==> src/hdl/cgqa_pkg.sv <==
// Shared types, codes and the exp fraction table for the causal GQA attention block.
`timescale 1ns / 1ps
package cgqa_pkg;

  typedef enum logic [1:0] {
    OP_LOAD_Q = 2'd0,
    OP_LOAD_K = 2'd1,
    OP_LOAD_V = 2'd2,
    OP_RUN    = 2'd3
  } op_t;

  localparam logic [2:0] CFG_QUERY_HEADS    = 3'd0;
  localparam logic [2:0] CFG_KV_HEADS       = 3'd1;
  localparam logic [2:0] CFG_VECTOR_LENGTH  = 3'd2;
  localparam logic [2:0] CFG_START_POSITION = 3'd3;
  localparam logic [2:0] CFG_ROW_COUNT      = 3'd4;
  localparam logic [2:0] CFG_SCORE_SCALE    = 3'd5;

  localparam int FIFO_DEPTH = 4;
  localparam int FIFO_AW    = 2;

  localparam logic [14:0] LOG2E_Q14 = 15'd23637;

  typedef struct packed {
    op_t                op;
    logic [7:0]         cache_position;
    logic [1:0]         kv_index;
    logic [5:0]         dim_index;
    logic signed [15:0] element;
    logic [4:0]         query_head;
    logic [8:0]         horizon;
    logic               bad;
  } cmd_t;

  typedef enum logic [4:0] {
    ST_IDLE,
    ST_GRP,
    ST_KVH,
    ST_CHK,
    ST_ERR,
    ST_SISS,
    ST_SDRN,
    ST_SC2,
    ST_ERD,
    ST_EMUL,
    ST_EWR,
    ST_NRD,
    ST_NDIV,
    ST_NWAIT,
    ST_OISS,
    ST_ODRN,
    ST_OEMIT
  } state_t;

  typedef logic [16:0] frac_tab_t [256];

  // 2^(-i/256) in Q1.16, entry 0 is 1.0
  function automatic frac_tab_t build_frac_tab();
    frac_tab_t       tab;
    longint unsigned x;
    x = 64'd1 << 32;
    for (int i = 0; i < 256; i++) begin
      tab[i] = 17'((x + 64'd32768) >> 16);
      x = (x * 64'd4283353945) >> 32;
    end
    return tab;
  endfunction

  localparam frac_tab_t FRAC_TAB = build_frac_tab();

endpackage

==> src/hdl/cgqa_front.sv <==
// Front end: takes input transactions, drops bad loads, flags bad runs, queues commands.
`timescale 1ns / 1ps
module cgqa_front #(
  parameter int MAX_SEQ      = 256,
  parameter int MAX_KV_HEADS = 4,
  parameter int MAX_HEAD_DIM = 64
) (
  input  logic               in_valid,
  output logic               in_stall,
  input  logic [1:0]         in_op,
  input  logic [7:0]         in_cache_position,
  input  logic [1:0]         in_kv_index,
  input  logic [5:0]         in_dim_index,
  input  logic signed [15:0] in_element,
  input  logic [7:0]         in_query_row,
  input  logic [4:0]         in_query_head,
  input  logic [5:0]         qh,
  input  logic [2:0]         kv,
  input  logic [6:0]         vl,
  input  logic [7:0]         sp,
  input  logic [8:0]         rc,
  input  logic               fifo_full,
  output logic               push,
  output cgqa_pkg::cmd_t     cmd
);
  import cgqa_pkg::*;

  op_t        op;
  logic [8:0] horizon;
  logic       load_ok;
  logic       bad;

  assign op      = op_t'(in_op);
  assign horizon = 9'(sp) + 9'(in_query_row) + 9'd1;

  always_comb begin
    case (op)
      OP_LOAD_Q: load_ok = 32'(in_dim_index) < MAX_HEAD_DIM;
      OP_LOAD_K, OP_LOAD_V:
        load_ok = (32'(in_cache_position) < MAX_SEQ) && (32'(in_kv_index) < MAX_KV_HEADS)
                  && (32'(in_dim_index) < MAX_HEAD_DIM);
      default: load_ok = 1'b1;
    endcase
  end

  assign bad = ({1'b0, in_query_head} >= qh) || ({1'b0, in_query_row} >= rc)
             || (32'(horizon) > MAX_SEQ) || (kv == 3'd0) || ({3'b0, kv} > qh)
             || (32'(kv) > MAX_KV_HEADS) || (vl == 7'd0) || (32'(vl) > MAX_HEAD_DIM);

  assign in_stall = fifo_full;
  assign push     = in_valid && !fifo_full && load_ok;

  always_comb begin
    cmd.op             = op;
    cmd.cache_position = in_cache_position;
    cmd.kv_index       = in_kv_index;
    cmd.dim_index      = in_dim_index;
    cmd.element        = in_element;
    cmd.query_head     = in_query_head;
    cmd.horizon        = horizon;
    cmd.bad            = bad;
  end

endmodule

==> config.mk <==
export PLATFORM = sky130hd
export DESIGN_NAME = cgqa_front
export DESIGN_NICKNAME = d
export VERILOG_FILES = /design/src/hdl/cgqa_pkg.sv /design/src/hdl/cgqa_front.sv
export SDC_FILE = /design/constraint.sdc
export NUM_CORES = 1
export LEC_CHECK = 0
export ABC_CLOCK_PERIOD_IN_PS = 7300
export BUFFER_PORTS_ARGS = -buffer_cell sky130_fd_sc_hd__buf_2
export CAP_MARGIN = 20
export CORE_ASPECT_RATIO = 0.75
export CORE_MARGIN = 2
export CORE_UTILIZATION = 38
export DETAILED_ROUTE_END_ITERATION = 6
export PLACE_DENSITY = 0.94
export SLEW_MARGIN = 10
export SYNTH_ARGS = -nofsm -noshare
export SYNTH_HDL_FRONTEND = slang
export SYNTH_SLANG_ARGS = --single-unit
==> constraint.sdc <==
create_clock -name vclk -period 7.3
set_input_delay 0.365 -clock vclk [all_inputs]
set_output_delay 0.365 -clock vclk [all_outputs]
set_load 0.02 [all_outputs]
==> results.toml, run 1 <==
[run_status]
status = "finished, final reports clean"

[worst_setup_path]
cp-start-kind = "input port"
arrival_ns = 2.85
cp_top_family = "compound AO/OA/AOI/OAI gates"
slowest_delay_ns = 0.54
crit_type = "in -> out"
cp.buffers_inverters = 4
cp.required_ns = 6.93
slowest_stage = "or4_1"
cp.depth = 12
crit_path_end_kind = "primary output"
crit_chain = "buf_2 -> inv_1 -> ha_1 -> inv_1 -> fa_1 -> a211oi_2 -> nor2_1 -> xor2_1 -> or4_1 -> o32ai_2 -> o211ai_1 -> buf_2"
path_max_fanout = 3

[die]
die_w_um = 66.4
initial_core_util_pct = 41.1
die_area_mm2 = 0.00338
fp-row-count = 16
ios = 133
core_region_area_mm2 = 0.00270
die_h_um = 50.8

[power_and_ir_drop]
power_switching_share_pct = 56.8
vdd_drop_max_uv = 28.5
p_sw_mw = 0.0541
p_comb_share_pct = 100.0
power.density_mw_per_mm2 = 81.2
leakagePower_nw = 0.691
clkPwrFrac_pct = 0
power_frac_seq_pct = 0
p_int_mw = 0.0411

[cells_and_area]
post-route-util_pct = 43.4
final_nets = 282
seq_area_um2 = 0
clkbuf_count = 0
seq_cells = 0
antenna_cells = 0
drive_above_1_share_pct = 39.9
areaGrowthSynthToFinish_pct = 5.63

[yosys]
synth_cell_type_count = 31
yosysWarnings = 0
synth_common_cells = "41 x buf_4, 24 x ha_1, 19 x inv_1"
netlist_instances = 149
syn_area_per_cell_um2 = 7.46
synth_area_leader_cell = "buf_4"
synth_fp_nets = 256
synth_top_area_share_pct = 27.7
synth_area_mm2 = 0.00111
synth_seq_area_share_pct = 0
yosys.cell_count.top_type = "buf_4"
yosys-top-cells-area = "buf_4 28%, ha_1 27%, inv_1 6.4%"

[clock_network]
cts_setup_buffers = 0
cts_resized = 0
hold_buffers = 0

[grt]
grt_pass1_vias = 1032
groute.usage.overall_pct = 15.0
grt_first_pass_wirelength_mm = 4.12
grt_start_max_net_pins = 7
grt-ovfl-total = 0
antenna_found_initial = 0

[detailed_routing]
viasPerCell = 4.73
dr_wl_met2_mm = 1.13
via_count = 989
top_layer_used = "met4"
ant_nets = 0
wl_met1_mm = 1.14
drc = 0
firstDrtPassIters = 4
routed_wl_mm = 2.50
routedWlPerCell_um = 12.0
wl_met3_um = 198
drt_iter0_drc = 8

[timing]
period_minus_slack_ns = 3.21
drv_slew = 0
layout_setup_ws_ns = 4.09
grt_setup_unrepaired = "false"
finalSetupTns_ns = 0
setup_viol = 0
hold_viol_final = 0
fmax_mhz = 311
slew_headroom_pct = 77.0
hold-worst-slack_ns = 0.730
tightest_slew_ns = 0.342
finalCritPeriodShare_pct = 44.0

[placed_design]
place_hpwl_mm = 2.29
dpl_worst_slack_ns = 4.11
portBuffers = 65
routabilityCongestion = 0.849

[min_path]
hold_depth = 0
hp-class = "in -> out"
worstHoldStart = "in_cache_position[6]"
hold_end = "cmd[45]"

[flow_run]
drv_cap = 0
how the worst max path moves through the flow:
stage,end,from,slack (ns)
after floorplan,cmd[0],in_query_row[0],4.29
after global placement,cmd[0],in_query_row[0],4.17
after detailed placement,cmd[0],in_query_row[0],4.11
after CTS,cmd[0],in_query_row[0],4.09
after global routing,cmd[0],in_query_row[0],3.93
final,cmd[0],in_query_row[0],4.09
power by group through the flow:
| stage | Combinational, mW | Clock, mW | Sequential, mW |
|---|---|---|---|
| 2_1_floorplan | 0.0899 | 0 | 0 |
| 3_3_place_gp | 0.0922 | 0 | 0 |
| 3_5_place_dp | 0.0951 | 0 | 0 |
| 4_1_cts | 0.0954 | 0 | 0 |
| 5_1_grt | 0.107 | 0 | 0 |
| 6_report | 0.0953 | 0 | 0 |
cell type report:
cell class | instances | area (µm²)
fillers | 280 | 1530
well taps | 36 | 45.0
inverters | 20 | 75.1
repair buffers | 65 | 325
multi-input cells | 88 | 728
metrics by stage:
step	area, µm²	power [mW]	cells
3_5_place_dp	1170	0.0951	209
4_1_cts	1170	0.0954	209
3_3_place_gp	1170	0.0922	209
2_1_floorplan	1110	0.0899	149
6_report	1170	0.0953	209
5_1_grt	1170	0.107	209
layout by cell type (no fill, tap or decap), types with 2 or more instances in the layout:
master and n:
buf_2 65, ha_1 24, inv_1 19, a21oi_1 11
o21ai_0 7, nor2_1 7, xor2_1 5, nor2b_1 3
nand2b_1 3, a21o_1 3, a211o_1 3, o21a_1 2
xnor2_1 2, or4_1 2
cell families (layout without fill, tap and decap cells):
kind of cell / after synthesis / in the layout / synth area share (%)
buffers and inverters: 61 / 85 / 34.5
adder cells (fa/ha/maj): 25 / 25 / 28.8
AO/OA/AOI/OAI: 35 / 35 / 21.2
AND/OR/NAND/NOR: 21 / 21 / 10.0
XOR/XNOR: 7 / 7 / 5.52
layer usage:
metal / vias to the layer above / GRT usage, %
met5: - / 0
met4: 0 / 2.72
met3: 12 / 1.76
met2: 50 / 26.8
met1: 408 / 19.5
li1: 519 / -
Power figures use the tool's default switching activity.
==> inputs of run 2 (changes only) <==
ABC_CLOCK_PERIOD_IN_PS = 2700   (was 7300)
CORE_UTILIZATION = 32   (was 38)
PLACE_DENSITY = 0.85   (was 0.94)
clock period = 2.7 ns   (was 7.3 ns; I/O delays follow)
==> run 2 against run 1 <==
  * Flip-flop and latch count stayed put
  * Design area is 1.8% higher
  * Non-clock buffer count is 1 higher
  * Critical path type unchanged
  * Largest cell class unchanged
==> results.toml, run 2 (synthesis results as in run 1) <==
[run_status]
status = "finished, final reports clean"

[worst_setup_path]
path_max_fanout = 2
slowest_delay_ns = 0.43
crit_path_end_kind = "primary output"
crit_type = "in -> out"
crit_chain = "buf_2 -> inv_1 -> ha_1 -> inv_2 -> fa_2 -> a211o_1 -> a211o_1 -> or4_4 -> o32ai_2 -> o211ai_1 -> buf_4"
arrival_ns = 2.43
cp.required_ns = 2.57
cp-start-kind = "input port"
critPathLaunch = "in_query_row[0]"
cp_common_cell = "a211o_1"
slowest_stage = "fa_2"

[min_path]
hold_depth = 0
hold_end = "cmd[17]"
hp-class = "in -> out"
worstHoldStart = "in_element[2]"

[detailed_routing]
firstDrtPassIters = 4
via_count = 983
drt_iter0_drc = 31
viasPerCell = 4.59
drc = 0
routedWlPerCell_um = 10.7
ant_nets = 0
routed_wl_mm = 2.29

[grt]
grt_start_max_net_pins = 7
grt-ovfl-total = 0
groute.usage.overall_pct = 10.3
antenna_found_initial = 0
grt_first_pass_wirelength_mm = 3.33
grt_pass1_vias = 828

[die]
die_w_um = 72.0
ios = 133
core_region_area_mm2 = 0.00331
die_h_um = 55.0
die_area_mm2 = 0.00396
fp-row-count = 18
initial_core_util_pct = 33.6

[cells_and_area]
seq_cells = 0
clkbuf_count = 0
final_nets = 283
layout_common_cells = "64 x buf_2, 24 x ha_1, 18 x inv_1, 11 x a21oi_1"
antenna_cells = 0
areaGrowthSynthToFinish_pct = 7.55
fillCellCount = 352
seq_area_um2 = 0
post-route-util_pct = 36.1
final_common_cell = "buf_2"
final_cells = 214
drive_above_1_share_pct = 42.0

[power_and_ir_drop]
power.density_mw_per_mm2 = 216
leakagePower_nw = 0.699
vdd_drop_max_uv = 73.5

[placed_design]
portBuffers = 65
dp_cells = 214
place_hpwl_mm = 2.09
routabilityCongestion = 0.815

[timing]
finalSetupTns_ns = 0
hold_viol_final = 0
tightest_slew_ns = 0.261
period_minus_slack_ns = 2.57
finalCritPeriodShare_pct = 95.2
slew_headroom_pct = 82.4
setup_viol = 0
grt_setup_unrepaired = "false"
fmax_mhz = 389
drv_slew = 0

[flow_run]
drv_cap = 0

[clock_network]
hold_buffers = 0
cts_setup_buffers = 0
## run 2: changes by cell type in the layout (fill, tap and decap cells not counted), sizes merged
cell and delta:
buf +1
## run 2: per-layer routing
layer,track usage [%],vias up,wire length (µm)
met1,13.4,412,1050
met2,18.2,44,1000
li1,-,521,-
met3,2.54,6,217
met4,0.943,0,16
met5,0,-,0
## run 2: where the power goes
group	total, mW	switching (mW)	internal (mW)
registers	0	0	0
clock network	0	0	0
logic	0.258	0.144	0.114
total	0.258	0.144	0.114
## run 2: timing repair
item	in CTS	in global routing
endpoints found under the hold margin	0	0
endpoints found under the setup margin	0	1
gates resized for setup	0	4
## run 2: worst max-delay path by stage
stage | to | cells past startpoint | slack [ns]
after floorplan | cmd[0] | 11 | 0.15
after global routing | cmd[0] | 11 | 0.01
after CTS | cmd[0] | 12 | 0.03
after global placement | cmd[0] | 12 | 0.08
final | cmd[0] | 11 | 0.13
after detailed placement | cmd[0] | 12 | 0.04
## run 2: final cells by class
class | instances | area (µm²) | share of cell area, %
timing repair buffer | 66 | 335 | 28.1
tap | 40 | 50.0 | 4.19
multi-input combinational | 88 | 734 | 61.5
inverter | 20 | 75.1 | 6.28
## run 2: through the flow
stage	cell area (µm²)	power (mW)	hold WS [ns]	setup slack, ns
6_report	1190	0.258	0.270	0.131
5_1_grt	1190	0.289	0.270	0.0101
4_1_cts	1190	0.258	0.270	0.0270
3_5_place_dp	1190	0.256	0.270	0.0415
3_3_place_gp	1190	0.249	0.270	0.0755
2_1_floorplan	1110	0.243	0.348	0.152
## run 2: worst max-delay path: cells and delay by family
family | cells | cell delay [ns]
AOI/OAI and AO/OA | 4 | 0.88
and+or+nand+nor | 1 | 0.42
buffers and inverters | 4 | 0.36
adders and majority gates | 2 | 0.65
