**src/hdl/cgqa_pkg.sv**
```systemverilog
// Shared types, codes and the exp fraction table for the causal GQA attention block.
`timescale 1ns / 1ps
package cgqa_pkg;

  typedef enum logic [1:0] {
    OP_LOAD_Q = 2'd0,
    OP_LOAD_K = 2'd1,
    OP_LOAD_V = 2'd2,
    OP_RUN    = 2'd3
  } op_t;

  localparam logic [2:0] CFG_QUERY_HEADS    = 3'd0;
  localparam logic [2:0] CFG_KV_HEADS       = 3'd1;
  localparam logic [2:0] CFG_VECTOR_LENGTH  = 3'd2;
  localparam logic [2:0] CFG_START_POSITION = 3'd3;
  localparam logic [2:0] CFG_ROW_COUNT      = 3'd4;
  localparam logic [2:0] CFG_SCORE_SCALE    = 3'd5;

  localparam int FIFO_DEPTH = 4;
  localparam int FIFO_AW    = 2;

  localparam logic [14:0] LOG2E_Q14 = 15'd23637;

  typedef struct packed {
    op_t                op;
    logic [7:0]         cache_position;
    logic [1:0]         kv_index;
    logic [5:0]         dim_index;
    logic signed [15:0] element;
    logic [4:0]         query_head;
    logic [8:0]         horizon;
    logic               bad;
  } cmd_t;

  typedef enum logic [4:0] {
    ST_IDLE,
    ST_GRP,
    ST_KVH,
    ST_CHK,
    ST_ERR,
    ST_SISS,
    ST_SDRN,
    ST_SC2,
    ST_ERD,
    ST_EMUL,
    ST_EWR,
    ST_NRD,
    ST_NDIV,
    ST_NWAIT,
    ST_OISS,
    ST_ODRN,
    ST_OEMIT
  } state_t;

  typedef logic [16:0] frac_tab_t [256];

  // 2^(-i/256) in Q1.16, entry 0 is 1.0
  function automatic frac_tab_t build_frac_tab();
    frac_tab_t       tab;
    longint unsigned x;
    x = 64'd1 << 32;
    for (int i = 0; i < 256; i++) begin
      tab[i] = 17'((x + 64'd32768) >> 16);
      x = (x * 64'd4283353945) >> 32;
    end
    return tab;
  endfunction

  localparam frac_tab_t FRAC_TAB = build_frac_tab();

endpackage

```
**src/hdl/cgqa_fifo.sv**
```systemverilog
// Short command queue between front and back end.
`timescale 1ns / 1ps
module cgqa_fifo (
  input  logic           clk,
  input  logic           rst_n,
  input  logic           push,
  input  cgqa_pkg::cmd_t wdata,
  input  logic           pop,
  output cgqa_pkg::cmd_t rdata,
  output logic           full,
  output logic           not_empty
);
  import cgqa_pkg::*;

  cmd_t             mem_r [FIFO_DEPTH];
  logic [FIFO_AW-1:0] wptr_r, wptr_nxt, rptr_r, rptr_nxt;
  logic [FIFO_AW:0]   cnt_r, cnt_nxt;

  assign full      = cnt_r == (FIFO_AW+1)'(FIFO_DEPTH);
  assign not_empty = cnt_r != '0;
  assign rdata     = mem_r[rptr_r];

  always_comb begin
    wptr_nxt = push ? wptr_r + 1'b1 : wptr_r;
    rptr_nxt = pop ? rptr_r + 1'b1 : rptr_r;
    cnt_nxt  = cnt_r + (FIFO_AW+1)'(push) - (FIFO_AW+1)'(pop);
  end

  always_ff @(posedge clk) begin
    if (!rst_n) begin
      wptr_r <= '0;
      rptr_r <= '0;
      cnt_r  <= '0;
    end else begin
      wptr_r <= wptr_nxt;
      rptr_r <= rptr_nxt;
      cnt_r  <= cnt_nxt;
    end
  end

  always_ff @(posedge clk) begin
    if (push) mem_r[wptr_r] <= wdata;
  end

endmodule

```
**config.mk**
```make
export PLATFORM = sky130hd
export DESIGN_NAME = cgqa_fifo
export DESIGN_NICKNAME = d
export VERILOG_FILES = /design/src/hdl/cgqa_pkg.sv /design/src/hdl/cgqa_fifo.sv
export SDC_FILE = /design/constraint.sdc
export NUM_CORES = 1
export LEC_CHECK = 0
export BUFFER_PORTS_ARGS = -buffer_cell sky130_fd_sc_hd__buf_2
export CAP_MARGIN = 0
export CORE_UTILIZATION = 29
export DETAILED_ROUTE_END_ITERATION = 6
export SYNTH_ARGS = -nofsm -noshare
export SYNTH_HDL_FRONTEND = slang
export SYNTH_SLANG_ARGS = --single-unit
```
**constraint.sdc**
```tcl
create_clock -name clk -period 5.94 [get_ports clk]
set_clock_uncertainty 0.15 [all_clocks]
set_input_delay 0.297 -clock clk [delete_from_list [all_inputs] [get_ports clk]]
set_output_delay 0.297 -clock clk [all_outputs]
set_load 0.05 [all_outputs]
```
==> results of run 1 <==
-- final cells by class --
class                           count  area, um^2
Timing Repair Buffer              161        1081
Clock buffer                       27       590.6
Tap cell                          330       412.9
Antenna cell                        1       2.502
Clock inverter                     13       101.3
Multi-Input combinational cell     76        1354
Sequential cell                   205        6071
Inverter                            7       26.28
Fill cell                        2268       15690
-- per-stage QoR --
step / util / worst slack (ns)
final: 0.3806 / 2.887
after floorplan: - / 3.666
after global routing: 0.3806 / 2.663
after global placement: 0.3326 / 3.325
after CTS: 0.3805 / 2.768
after detailed placement: 0.3326 / 3.295
-- layout by cell type, fill, tap and decap left out, types with 6 or more instances in the layout --
cell and count:
inv_1 7, clkbuf_16 23, buf_2 103, dlygate4sd3_1 52, edfxtp_1 196, buf_4 6
dfxtp_1 7, clkinv_2 6, mux4_2 47, ha_1 6
-- metal layers --
layer,wire [um],up-vias
met2,7082,84
met4,305,0
met3,644,26
li1,-,1614
met1,5622,1842
met5,0,-
-- worst register-to-register path: stages, from the launching register on --
cell and delay [ns]:
dfxtp_1 0.33, inv_1 0.06, ha_1 0.27, inv_1 0.04
ha_1 0.20, fa_1 0.38, xor3_1 0.38, nor2_1 0.04
-- state kept, by name (all words and copies together), names as in the netlist, named ones only --
register	count
mem_r	196
rptr_r	2
cnt_r	3
wptr_r	2
-- kinds of logic (layout without fill, tap and decap cells) --
| group | count (synthesis) | count (layout) |
|---|---|---|
| other | 0 | 1 |
| multiplexers | 50 | 50 |
| flip-flops | 205 | 205 |
| buffers and inverters | 18 | 208 |
| adder cells (fa/ha/maj) | 7 | 7 |
| AND/OR/NAND/NOR | 14 | 14 |
| XOR/XNOR | 3 | 3 |
| AO/OA/AOI/OAI | 2 | 2 |
-- power groups by stage --
stage	Clock, mW	Sequential, mW	Combinational [mW]
2_1_floorplan	0	1.71	0.370
3_3_place_gp	0	1.72	0.469
3_5_place_dp	0	1.72	0.477
4_1_cts	1.32	1.69	0.506
5_1_grt	1.38	1.70	0.528
6_report	1.28	1.69	0.497
-- worst min path at each step --
stage                                      start                     end  depth (start not counted)
after floorplan                         wdata[0]   mem_r[0][0]$_DFFE_PP_                          0
after global placement                 wdata[36]  mem_r[3][36]$_DFFE_PP_                          1
after detailed placement               wdata[45]  mem_r[0][45]$_DFFE_PP_                          1
after CTS                               wdata[7]   mem_r[2][7]$_DFFE_PP_                          2
after global routing                   wdata[46]  mem_r[2][46]$_DFFE_PP_                          2
final                     rptr_r[1]$_SDFFE_PN0P_               flip-flop                          2
-- repair_timing --
item / in CTS / in global routing
setup buffers: 0 / 0
endpoints found under the hold margin: 204 / 0
hold buffers: 52 / 0
==> out/metrics.csv, run 1 <==
metric,value,unit
Critical path buffers and inverters,2,
Die Ht,163.2,um
boundary pin count,104,
die area,26630,um^2
fin crit period,3.053,ns
Slew Limit Fails,0,
simple logic cell fraction of the synthesized area,0.01013,
synth top area cells,"edfxtp_1 (78%), mux4_2 (14%), dfxtp_1 (2.4%)",
r2r endpoint,cnt_r[2]$_SDFF_PN0_,
CP Class,flip-flop to output port,
grt total ovfl,0,
Post-DP Area,8424,um^2
Num CTS Buffers,23,
Power Internal,2.587,mW
Die Wd,163.2,um
final-report setup violation count,0,
Vias,3566,
CTS resizes,0,
worst-path cell chain,buf_4 > mux4_1 > buf_2,
vias per inst,4.349,
Crit Reg-Reg Startpoint,cnt_r[0]$_SDFF_PN0_,
most instantiated cells after synthesis,"edfxtp_1 (196), mux4_2 (47), dfxtp_1 (9)",
Pwr Density,359.4,nW/um^2
depth of the worst register-to-register path,7,
adder-cell share of the synthesized area,0.01262,
row count,58,
Final Wtd Congestion,0.6234,
fraction of registers with async set/reset,0,
crit-path max cell delay,0.65,ns
initial antenna violation count,1,
First-pass DRT Iterations,4,
R2R Setup Slk,3.98,ns
final hold violation count,0,
part of the power in the clock network,0.369,
port bufs,103,
Post-Syn Area,7536,um^2
Tot Pwr,3.464,mW
vias in the first global route,3995,
Root Buffer,clkbuf_16,
GRT met2 Usage,0.1839,
routing usage on met3,0.02260,
TritonCTS Sinks,205,
worst skew pair latency,0.49,ns
Non-Filler Instances,820,
nets,534,
Main synth FF type,edfxtp_1,
cell with the most instances after synthesis,edfxtp_1,
layout cells sized above 1,0.4029,
Core ar.,25330,um^2
Synth cell types,22,
RSZ-0062 raised after global routing,no,
largest family of logic cells by synthesized area,multiplexers,
dpl hpwl,7961,um
syn nets,359,
Syn. warnings,0,
Mapped Avg Cell Area,25.20,um^2
max_slew headroom,0.4894,
DRC violations left,0,
sequential area share after synthesis,0.8049,
crit end category,output port,
mux contribution to synthesized area,0.1488,
Psw,0.8772,mW
H-tree levels,1,
Max Cap Viol,0,
final setup TNS,0,ns
worst slew pin tran,0.7659,ns
Crit. path cell count,3,
violation count after the first detailed-route iteration,180,
HP Class,flip-flop to flip-flop,
combinational power share,0.144,
Worst-path clk slew,0.06,ns
design area,9639,um^2
CP startpoint kind,flip-flop,
Yosys top cell area share,0.7810,
WL/cell,16.65,um
Starting Density,0.2975,
Synth Area in XOR/XNOR,0.005479,
worst hold slack,0.3851,ns
maximum fanout along the worst path,29,
Peak VDD IR,0.0001437,V
Sw Ratio,0.2532,
crit path DAT,2.61,ns
post-synthesis register bit count,205,
final WL,13650,um
placed instance count,727,
Post-synth EDFFs,196,
fin crit share,0.5140,
worst path required time,5.49,ns
Critical path destination,rdata[1],
Seq pwr share,0.487,
post-route antenna net violation count,0,
largest net degree at the start of global routing,50,
Mapped Cells,299,
LEAKAGE,3.291,nW
met1 Use GR,0.1281,
run status,"complete, no violations",
"area leader, netlist",edfxtp_1,
FMAX,0.3275,GHz
Critical-path top delay cell,mux4_1,
Area Growth Syn to Fin,27.91,%
GRT Max-Usage Layer,met2,
gr usage total,0.1051,
CTS tree,done,
Longest Clk Path Bufs,3,
first-pass GRT wire length,21380,um
post-synthesis compound-gate area fraction,0.001992,
crit-path leading delay family,buffers and inverters,
(Power assumes the default switching activity.)
==> inputs of run 2 (changes only) <==
==> constraint.sdc (replaced) <==
create_clock -name clk -period 3 [get_ports clk]
set_clock_uncertainty 0.15 [all_clocks]
set_input_delay 0.15 -clock clk [delete_from_list [all_inputs] [get_ports clk]]
set_output_delay 0.15 -clock clk [all_outputs]
set_load 0.05 [all_outputs]
==> run 2 against run 1 <==
- combinational power is 100% higher
- global-route usage rose by 0.72 points
- first-iteration DRC count is 18% higher
- via count is 0.64% higher
- register-to-register slack worse by 3.1 ns
- sequential cell count unchanged
- sequential power increased by 98%
- total power increased by 98%
- worst setup slack lost 2.5 ns
- worst hold slack got worse by 0.13 ns
- clock-buffer cell count is 1 higher
- critical endpoint is now rdata[0]
- highest routed layer unchanged
==> out/metrics.csv, run 2 (synthesized netlist as in run 1, its figures left out) <==
metric,value,unit,change
run status,"complete, no violations",,
GRT Max-Usage Layer,met2,,
setup ws final,0.4109,ns,-2.476 ns
H-tree levels,1,,unchanged
gr usage total,0.1123,,+0.007198
WL/cell,17.86,um,+7.3%
boundary pin count,104,,unchanged
Critical-path top delay cell,mux4_1,,
vias per inst,4.371,,+0.52%
post-route antenna net violation count,0,,unchanged
RSZ-0062 raised after global routing,no,,
Crit Reg-Reg Startpoint,wptr_r[0]$_SDFFE_PN0P_,,
final WL,14670,um,+7.4%
Pwr Density,705.1,nW/um^2,+96%
most frequent cells in the layout,"edfxtp_1 (196), buf_2 (103), dlygate4sd3_1 (52), mux4_2 (47), clkbuf_16 (23)",,
worst skew pair latency,0.50,ns,about the same
CTS tree,done,,
Largest regs,"mem_r: 196 flops, cnt_r: 3 flops",,
CTS resizes,0,,unchanged
nets,538,,+0.75%
Psw,1.732,mW,+97%
fillers,2271,,+0.13%
"Core Util, Final",0.3837,,+0.003112
crit-path max cell delay,0.61,ns,-0.04 ns
Non-Filler Instances,821,,+0.12%
fin crit period,2.589,ns,
Longest Clk Path Bufs,3,,unchanged
initial antenna violation count,0,,-1
pre-CTS setup slack,0.8873,ns,-2.407 ns
Critical path buffers and inverters,2,,unchanged
die area,26630,um^2,unchanged
Final Wtd Congestion,0.6676,,+7.1%
Core ar.,25330,um^2,unchanged
Vias,3589,,+0.64%
placed instance count,731,,+0.55%
Die Ht,163.2,um,unchanged
Tot Pwr,6.853,mW,+98%
combinational power share,0.147,,+0.003
crit path DAT,2.29,ns,-0.32 ns
ANT cells,0,,-1
R2R Setup Slk,0.92,ns,-3.06 ns
Worst-path clk slew,0.06,ns,about the same
r2r endpoint,mem_r[2][41]$_DFFE_PP_,,
GRT met2 Usage,0.2030,,+0.01907
worst path required time,2.70,ns,-2.79 ns
met1 Use GR,0.1322,,+0.004127
design area,9718,um^2,+0.82%
final hold violation count,0,,unchanged
Power Internal,5.121,mW,+98%
First-pass DRT Iterations,6,,+2
crit-path leading delay family,multiplexers,,
Post-DP Area,8529,um^2,+1.2%
number of flip-flops in the largest register,196,,unchanged
CP Class,flip-flop to output port,,
Crit. path cell count,3,,unchanged
"commonest non-fill, non-tap cell in the layout",edfxtp_1,,
fin crit share,0.8630,,
Slew Limit Fails,0,,unchanged
first-pass GRT wire length,22180,um,+3.7%
DRC violations left,0,,unchanged
Area Growth Syn to Fin,28.96,%,
Root Buffer,clkbuf_16,,
layout cells sized above 1,0.4012,,-0.001641
violation count after the first detailed-route iteration,212,,+18%
Starting Density,0.2975,,unchanged
maximum fanout along the worst path,33,,+14%
largest net degree at the start of global routing,34,,-32%
postcts setup bufs,0,,unchanged
Peak VDD IR,0.0004433,V,+210%
grt total ovfl,0,,unchanged
depth of the worst register-to-register path,4,,-3
crit end category,output port,,
Reg with most FFs,mem_r,,
dpl hpwl,8866,um,+11%
Num CTS Buffers,23,,unchanged
Sw Ratio,0.2527,,-0.0005254
max_slew headroom,0.4436,,-0.04583
Critical path destination,rdata[0],,
CP startpoint kind,flip-flop,,
Seq pwr share,0.489,,+0.002
final setup TNS,0,ns,unchanged
routing usage on met3,0.02260,,unchanged
worst slew pin tran,0.8346,ns,+0.06874 ns
final-report setup violation count,0,,unchanged
worst-path cell chain,buf_12 > mux4_1 > buf_2,,
TritonCTS Sinks,205,,unchanged
Die Wd,163.2,um,unchanged
FMAX,0.3862,GHz,
port bufs,103,,unchanged
part of the power in the clock network,0.364,,-0.005
# hold bufs at CTS,52,,unchanged
row count,58,,unchanged
vias in the first global route,3942,,-1.3%
LEAKAGE,3.317,nW,+0.81%
worst hold slack,0.2517,ns,-0.1334 ns
HP Class,primary input to flip-flop,,
Max Cap Viol,0,,unchanged
==> run 2: cell count changes in the layout (fill, tap and decap cells not counted), sizes merged <==
cell / previous run / this run
clkbuf: 27 / 28
diode: 1 / 0
buf: 109 / 113
clkinv: 10 / 8
inv: 8 / 7
==> run 2: power by group through the flow <==
stage,combinational (mW),clock (mW),sequential [mW]
final,1.01,2.50,3.35
after global routing,1.07,2.66,3.36
after CTS,1.03,2.57,3.35
after detailed placement,0.972,0,3.41
after global placement,0.953,0,3.40
after floorplan,0.732,0,3.38
==> run 2: layout make-up <==
class / count / area, um^2 / share of cell area
Sequential cell: 205 / 6071 / 0.6247
Multi-Input combinational cell: 76 / 1354 / 0.1393
Timing Repair Buffer: 165 / 1186 / 0.1221
Clock buffer: 28 / 594.3 / 0.06116
Tap cell: 330 / 412.9 / 0.04249
Clock inverter: 10 / 73.82 / 0.007596
Inverter: 7 / 26.28 / 0.002704
==> run 2: worst min-delay path by stage <==
stage,start,to,slack [ns],depth (start not counted)
after detailed placement,wdata[47],mem_r[1][47]$_DFFE_PP_,0.22,1
final,wdata[46],mem_r[0][46]$_DFFE_PP_,0.25,2
after floorplan,wdata[0],mem_r[0][0]$_DFFE_PP_,0.1,0
after global placement,wdata[2],mem_r[0][2]$_DFFE_PP_,0.21,1
after global routing,wdata[12],mem_r[2][12]$_DFFE_PP_,0.24,2
after CTS,wdata[9],mem_r[0][9]$_DFFE_PP_,0.23,2
==> run 2: worst register-to-register path, cell delays in order (launching register included) <==
cell	delay [ns]
dfxtp_1	0.34
inv_1	0.10
ha_1	0.15
and2_2	0.69
buf_4	0.34
==> run 2: routing by layer <==
layer | vias up | routed length [um]
met5 | - | 0
met4 | 0 | 308
met3 | 28 | 728
met2 | 97 | 7600
met1 | 1849 | 6029
li1 | 1615 | -
